<file path="src/lcc_pkg.sv">
// Shared constants and types for the loop coplanarity check unit.
package lcc_pkg;

    localparam int ID_W       = 16;
    localparam int IN_CW      = 32;
    localparam int COORD_BITS = 32;
    localparam int MAX_POINTS = 64;
    localparam int TOL_W      = 16;
    localparam int PC_W       = 7;
    localparam int MIN_POINTS = 4;
    localparam int TOL_RESET  = 1;

    localparam int CW   = COORD_BITS;
    localparam int DW   = CW + 1;
    localparam int NW   = 2 * DW + 1;
    localparam int N2W  = 2 * NW;
    localparam int PW   = NW + DW + 2;
    localparam int OPW  = N2W + 1;
    localparam int LIMW = 2 * TOL_W + N2W + 1;
    localparam int ACCW = (2 * PW > LIMW) ? 2 * PW : LIMW;
    localparam int IW   = $clog2(MAX_POINTS);
    localparam int CNTW = $clog2(MAX_POINTS + 1);
    localparam int MW   = ID_W + 3 * CW;

    typedef struct packed {
        logic go;
        logic clr;
        logic sub;
    } t_mac_req;

endpackage

</file>
<file path="src/lcc_mac.sv">
// Shared shift-add signed multiply-accumulate unit, one operand bit per cycle.
module lcc_mac (
    input  logic                               i_clk,
    input  logic                               i_rst_n,
    input  lcc_pkg::t_mac_req                  i_req,
    input  logic signed [lcc_pkg::OPW-1:0]     i_op_a,
    input  logic signed [lcc_pkg::OPW-1:0]     i_op_b,
    output logic                               o_done,
    output logic signed [lcc_pkg::ACCW-1:0]    o_acc
);
    import lcc_pkg::*;

    logic                   r_run;
    logic [ACCW-1:0]        r_a;
    logic [OPW-1:0]         r_b;
    logic                   r_neg;
    logic signed [ACCW-1:0] r_acc;
    logic [OPW-1:0]         mag_a;
    logic [OPW-1:0]         mag_b;
    logic [ACCW-1:0]        addend;

    assign mag_a  = i_op_a[OPW-1] ? OPW'(-i_op_a) : OPW'(i_op_a);
    assign mag_b  = i_op_b[OPW-1] ? OPW'(-i_op_b) : OPW'(i_op_b);
    assign addend = r_neg ? (~r_a + ACCW'(1)) : r_a;
    assign o_done = r_run && (r_b == '0);
    assign o_acc  = r_acc;

    always_ff @(posedge i_clk) begin
        if (!i_rst_n) begin
            r_run <= 1'b0;
        end else if (i_req.go) begin
            r_run <= 1'b1;
        end else if (o_done) begin
            r_run <= 1'b0;
        end
    end

    always_ff @(posedge i_clk) begin
        if (i_req.go) begin
            r_a   <= ACCW'(mag_a);
            r_b   <= mag_b;
            r_neg <= i_op_a[OPW-1] ^ i_op_b[OPW-1] ^ i_req.sub;
            if (i_req.clr) begin
                r_acc <= '0;
            end
        end else if (r_run && (r_b != '0)) begin
            if (r_b[0]) begin
                r_acc <= r_acc + $signed(addend);
            end
            r_a <= r_a << 1;
            r_b <= r_b >> 1;
        end
    end

endmodule

</file>
<file path="config.mk">
export PLATFORM = sky130hd
export DESIGN_NAME = lcc_mac
export DESIGN_NICKNAME = d
export VERILOG_FILES = /design/src/lcc_pkg.sv /design/src/lcc_mac.sv
export SDC_FILE = /design/constraint.sdc
export NUM_CORES = 2
export LEC_CHECK = 0
export BUFFER_PORTS_ARGS = -buffer_cell sky130_fd_sc_hd__buf_2
export CAP_MARGIN = 20
export CORE_UTILIZATION = 56
export DETAILED_ROUTE_END_ITERATION = 6
export HOLD_SLACK_MARGIN = 0.03
export PLACE_DENSITY = 0.85
export SYNTH_ARGS = -nofsm -noshare
export SYNTH_HDL_FRONTEND = slang
export SYNTH_SLANG_ARGS = --single-unit
</file>
<file path="constraint.sdc">
create_clock -name i_clk -period 19.4 [get_ports i_clk]
set_input_delay 1.94 -clock i_clk [delete_from_list [all_inputs] [get_ports i_clk]]
set_output_delay 1.94 -clock i_clk [all_outputs]
set_load 0.01 [all_outputs]
</file>
Word level (Yosys, flattened, before mapping)
Index checks and enable logic that the tools add are counted.

Flip-flop bits (word level): 545. Bits in latches: 0. Bits in writable memories: 0. Bits in read-only memories: 0. Bits of input ports: 275. Memories kept: 0.

Add/sub/neg operators: 4. Multipliers: 0. Divide/modulo/power cells: 0. Order comparisons: 0. Eq/ne operators: 1. Shifts and indexed selects: 0. Muxes and demuxes: 13. Bitwise logic cells: 3. Reduce and logical (&&, ||, !) cells: 8.

Operators with widths (number): $mux W204 (5); $mux W135 (6); $neg A135 Y135 (2); $add A204 B1 Y204 const B (1); $add A204 B204 Y204 (1); $not A204 Y204 (1); $logic_not A135 Y1 (1); $reduce_bool A135 Y1 (1); $reduce_bool A2 Y1 (3); $reduce_and A3 Y1 (1); $logic_and A1 B1 Y1 (2); $mux W1 (2); $ne A2 B2 Y1 const B (1); $xor A1 B1 Y1 (2).

Longest topological paths before layout
Depth after elaboration: 7. Gate-level depth with buffers: 29. Gate-level depth less buffers: 26.

Least setup slack after synthesis
Ideal clock, no wire load.

Path kind: input to register. Start: input i_req[2] (netlist bit). End: register r_acc[0], in the netlist o_acc[0] (enable). Library setup time: 1050 ps. Arrival: 16740 ps. Required time: 18350 ps. Setup slack: 1610 ps. Stages on the path: 4. Cells stage by stage: clkbuf_1 -> clkbuf_1 -> clkbuf_1 -> o21ai_0.

Cells in the longest elaborated chain, start to end: 2. Elaborated cells on any way between the ends: 4. Classes of those cells: eq/ne (1); reduce/logical (3).

Ends and longest elaborated chain: start: declaration (RTL line lcc_mac.sv:5) `input lcc_pkg::t_mac_req i_req,`; $ne A2 B2 Y1 (no source line) / $reduce_bool A2 Y1 (equally long branches); $reduce_and A3 Y1 (no source line) (*); end signal: assignment (RTL line lcc_mac.sv:48) `r_acc <= r_acc + $signed(addend);`; end: declaration (RTL line lcc_mac.sv:17) `logic signed [ACCW-1:0] r_acc;`.

Every way passes the cells marked *; elsewhere a longest branch is shown, timed or not. A chain may end at the register's enable or synchronous reset.

Final worst setup path
Start: register r_a[5]. End: register r_acc[188], in the netlist o_acc[188] (data pin).

Cells in the longest elaborated chain, start to end: 7.

Ends and longest elaborated chain: start: declaration (RTL line lcc_mac.sv:14) `logic [ACCW-1:0] r_a;`; start signal: assignment (RTL line lcc_mac.sv:40) `r_a <= ACCW'(mag_a);`; start signal: assignment (RTL line lcc_mac.sv:50) `r_a <= r_a << 1;`; $not A204 Y204 (RTL line lcc_mac.sv:24) `assign addend = r_neg ? (~r_a + ACCW'(1)) : r_a;`; $add A204 B1 Y204 (RTL line lcc_mac.sv:24); $mux W204 (*) (RTL line lcc_mac.sv:24); $add A204 B204 Y204 (*) (RTL line lcc_mac.sv:48); $mux W204 (*) (RTL line lcc_mac.sv:47) `if (r_b[0]) begin`; $mux W204 (*) (RTL line lcc_mac.sv:46) `end else if (r_run && (r_b != '0)) begin`; $mux W204 (*) (RTL line lcc_mac.sv:39) `if (i_req.go) begin`.

Every way passes the cells marked *; elsewhere a longest branch is shown, timed or not. The select of a mux whose other input is x is not followed.

==> reports/qor.csv <==
metric,value,unit
first-pass GRT wire length,253000,um
Die Span Y,288,um
FF-to-FF End,o_acc[188],
Critical-path top delay cell,nor4_1,
Worst VDD drop,0.0000913,V
DRC viols,37,
CP Buf/Inv Count,2,
crit path cell chain,"nor4_1, and3_1, nand2_1, nor4_2, nand3_1, o21ai_0, xnor2_1, ha_1, nand2_1, or3_1, nor4b_1, nand2_1, a21oi_1, o21ai_0, a21oi_1, a31oi_1, buf_4, o31ai_1, buf_4, a41oi_1, o21ai_0, xnor2_1, nor2_1",
DRT Pass-1 Iters,7,
worst hold path startpoint,r_a[147],
routed wire length,170000,um
H-Tree Depth,3,
largest net degree at the start of global routing,221,
Hold WS,0.558,ns
# fillers,7061,
crit-path max FO,6,
Crit Path Class,reg -> reg,
Yosys Warn Count,0,
cts bufs inserted,67,
Startpoint Class,flip-flop,
vias in the first global route,42200,
post-synthesis mux area share,2.68,%
number of port buffers,479,
Mean Syn Cell Area,8.38,um^2
Root Buffer,clkbuf_16,
"commonest non-fill, non-tap cell in the layout",nor2_1,
leakage,19.4,nW
Worst Setup SP,r_a[5],
worst-skew pair later-pin latency,0.66,ns
WHS Path Cells,2,
syn_nets,5959,
adder-cell share of the synthesized area,5.86,%
Least-Margin Pin Slew,1.08,ns
Post-DRT Antenna Nets,0,
Reg-to-Reg Start,r_a[5],
Setup TNS Final,0,ns
minimum clock period,8.65,ns
Overflow after GRT,0,
status,"finished, violations left",
DR WL/cell,24.6,um
die area,83000,um^2
DR iter-0 viols,5739,
area of the core,80700,um^2
CP max stage delay,0.84,ns
Worst Hold End,r_a[147],
final hold vios,0,
"EDFF count, synth",475,
Worst Reg-to-Reg Cells,23,
fraction of layout cells with a size suffix above 1,12.8,%
crit-path leading delay family,simple AND/OR/NAND/NOR gates,
vias,45600,
top_reg_cell synth,edfxtp_1,
synthesized area,45800,um^2
CTS Buffer Depth,3,
Crit path arrival time,9.01,ns
Crit. End Element,flip-flop,
Synth Area in XOR/XNOR,12.4,%
max-cap violation count,0,
Synth cell types,83,
Ports,480,
post-synthesis simple-gate area fraction,21.5,%
r2r setup slk,10.75,ns
Critical Path RT,19.77,ns
area growth from synthesis to layout,11.8,%
CTS sink count,545,
Max-slew headroom,27.6,%
PwrDens,110,nW/um^2
CTS resizes,0,
most frequent cells in the layout,"757 x nor2_1, 596 x a21oi_1, 476 x buf_2",
initial core utilization,56.8,%
Post-CTS Setup Inserts,0,
cells after synthesis,5470,
die width,288,um
initial antenna violation count,47,
fmax,116,MHz
TritonCTS clock tree,built,
hold buffers post-CTS,0,
fin crit share,44.6,%
Layout Skew,0.0437,ns
gpl congestion,1.04,
Avg Vias per Cell,6.59,
failing checks,DRC,
compound-gate portion of the synthesized area,20.3,%
worst hold path class,reg -> reg,
Slew Limit Fails,0,
largest family of logic cells by synthesized area,simple AND/OR/NAND/NOR gates,
RSZ-0062 raised after global routing,false,
HPWL after detailed placement,134000,um
GRT Overall Usage,39.8,%
Site Rows,104,
Seq cells post-synth,545,
share of synthesized flip-flops with an asynchronous set or reset,0,%
register area share after synthesis,34.2,%
fin nets,6281,
Final setup violation count,0,
clock transition at the registers of the reported paths,0.06,ns
worst max path at each step:
stage	endpoint	cells after the start
final	o_acc[188]	23
after global routing	o_acc[188]	24
after CTS	o_acc[188]	24
after detailed placement	o_acc[188]	24
after global placement	o_acc[188]	24
after floorplan	o_acc[0]	4
state kept, by name, indices dropped and copies added (netlist names):
register / count
r_run: 1
r_b: 135
o_acc: 204
r_a: 204
r_neg: 1
routing by layer:
layer	track usage [%]	wire, um	up-vias	part of all wire, %
li1	-	-	20900	-
met1	54.0	68300	21600	40
met2	60.5	74200	2672	44
met3	7.90	18600	453	11
met4	19.1	8880	40	5.2
met5	0	253	-	0.15
power breakdown:
| group | internal [mW] | switching (mW) | total (mW) |
|---|---|---|---|
| clock | 0.756 | 0.566 | 1.32 |
| sequential | 1.51 | 0.162 | 1.68 |
| combinational | 0.953 | 1.67 | 2.62 |
layout make-up:
cell class,instances,area [um^2],share of cell area (%)
Tap cell,1060,1330,2.59
Timing Repair Buffer,516,2720,5.30
Sequential cell,545,15700,30.6
Antenna cell,27,67.6,0.132
Clock inverter,37,460,0.899
Multi-Input combinational cell,4558,28800,56.2
Clock buffer,84,1810,3.54
Inverter,104,390,0.762
worst register-to-register path, cell delays in order (launching register included):
cell and delay (ns):
edfxtp_1 0.45, nor4_1 0.84, and3_1 0.41, nand2_1 0.14, nor4_2 0.84, nand3_1 0.41, o21ai_0 0.32, xnor2_1 0.10
ha_1 0.35, nand2_1 0.16, or3_1 0.43, nor4b_1 0.55, nand2_1 0.17, a21oi_1 0.52, o21ai_0 0.31, a21oi_1 0.53
a31oi_1 0.23, buf_4 0.22, o31ai_1 0.23, buf_4 0.21, a41oi_1 0.35, o21ai_0 0.38, xnor2_1 0.16, nor2_1 0.05
through the flow:
stage	util (%)	power [mW]	std cells	instance area, um^2	setup slack [ns]
finish	63.5	5.62	6931	51200	10.75
global route	63.5	5.89	6927	51200	10.25
CTS	63.4	5.55	6904	51200	10.93
detailed placement	60.6	4.22	6783	48900	11.00
global placement	60.6	4.21	6783	48900	11.06
floorplan	-	3.44	5470	45800	1.61
kinds of logic (layout without fill, tap and decap cells):
group | Yosys count | after routing
xor gates and xnor gates | 651 | 651
AOI/OAI and AO/OA | 1533 | 1533
other | 0 | 27
buffers and inverters | 367 | 741
muxes | 117 | 117
DFF | 545 | 545
and+or+nand+nor | 2043 | 2043
adders and majority gates | 214 | 214
Yosys cell counts (73+ instances only):
| master | count | share of area (%) |
|---|---|---|
| a21o_1 | 116 | 1.9 |
| a21oi_1 | 596 | 6.5 |
| clkbuf_1 | 243 | 2.0 |
| edfxtp_1 | 475 | 31 |
| ha_1 | 213 | 5.8 |
| inv_1 | 102 | 0.84 |
| mux2i_1 | 73 | 1.6 |
| nand2_1 | 439 | 3.6 |
| nand3_1 | 83 | 0.91 |
| nand4_1 | 129 | 1.8 |
| nor2_1 | 757 | 6.2 |
| nor3_1 | 119 | 1.3 |
| nor4_1 | 114 | 1.6 |
| o21ai_0 | 357 | 3.9 |
| o31ai_1 | 144 | 2.4 |
| or3_1 | 106 | 1.4 |
| xnor2_1 | 353 | 6.7 |
| xor2_1 | 298 | 5.7 |
(Power assumes the default switching activity.)
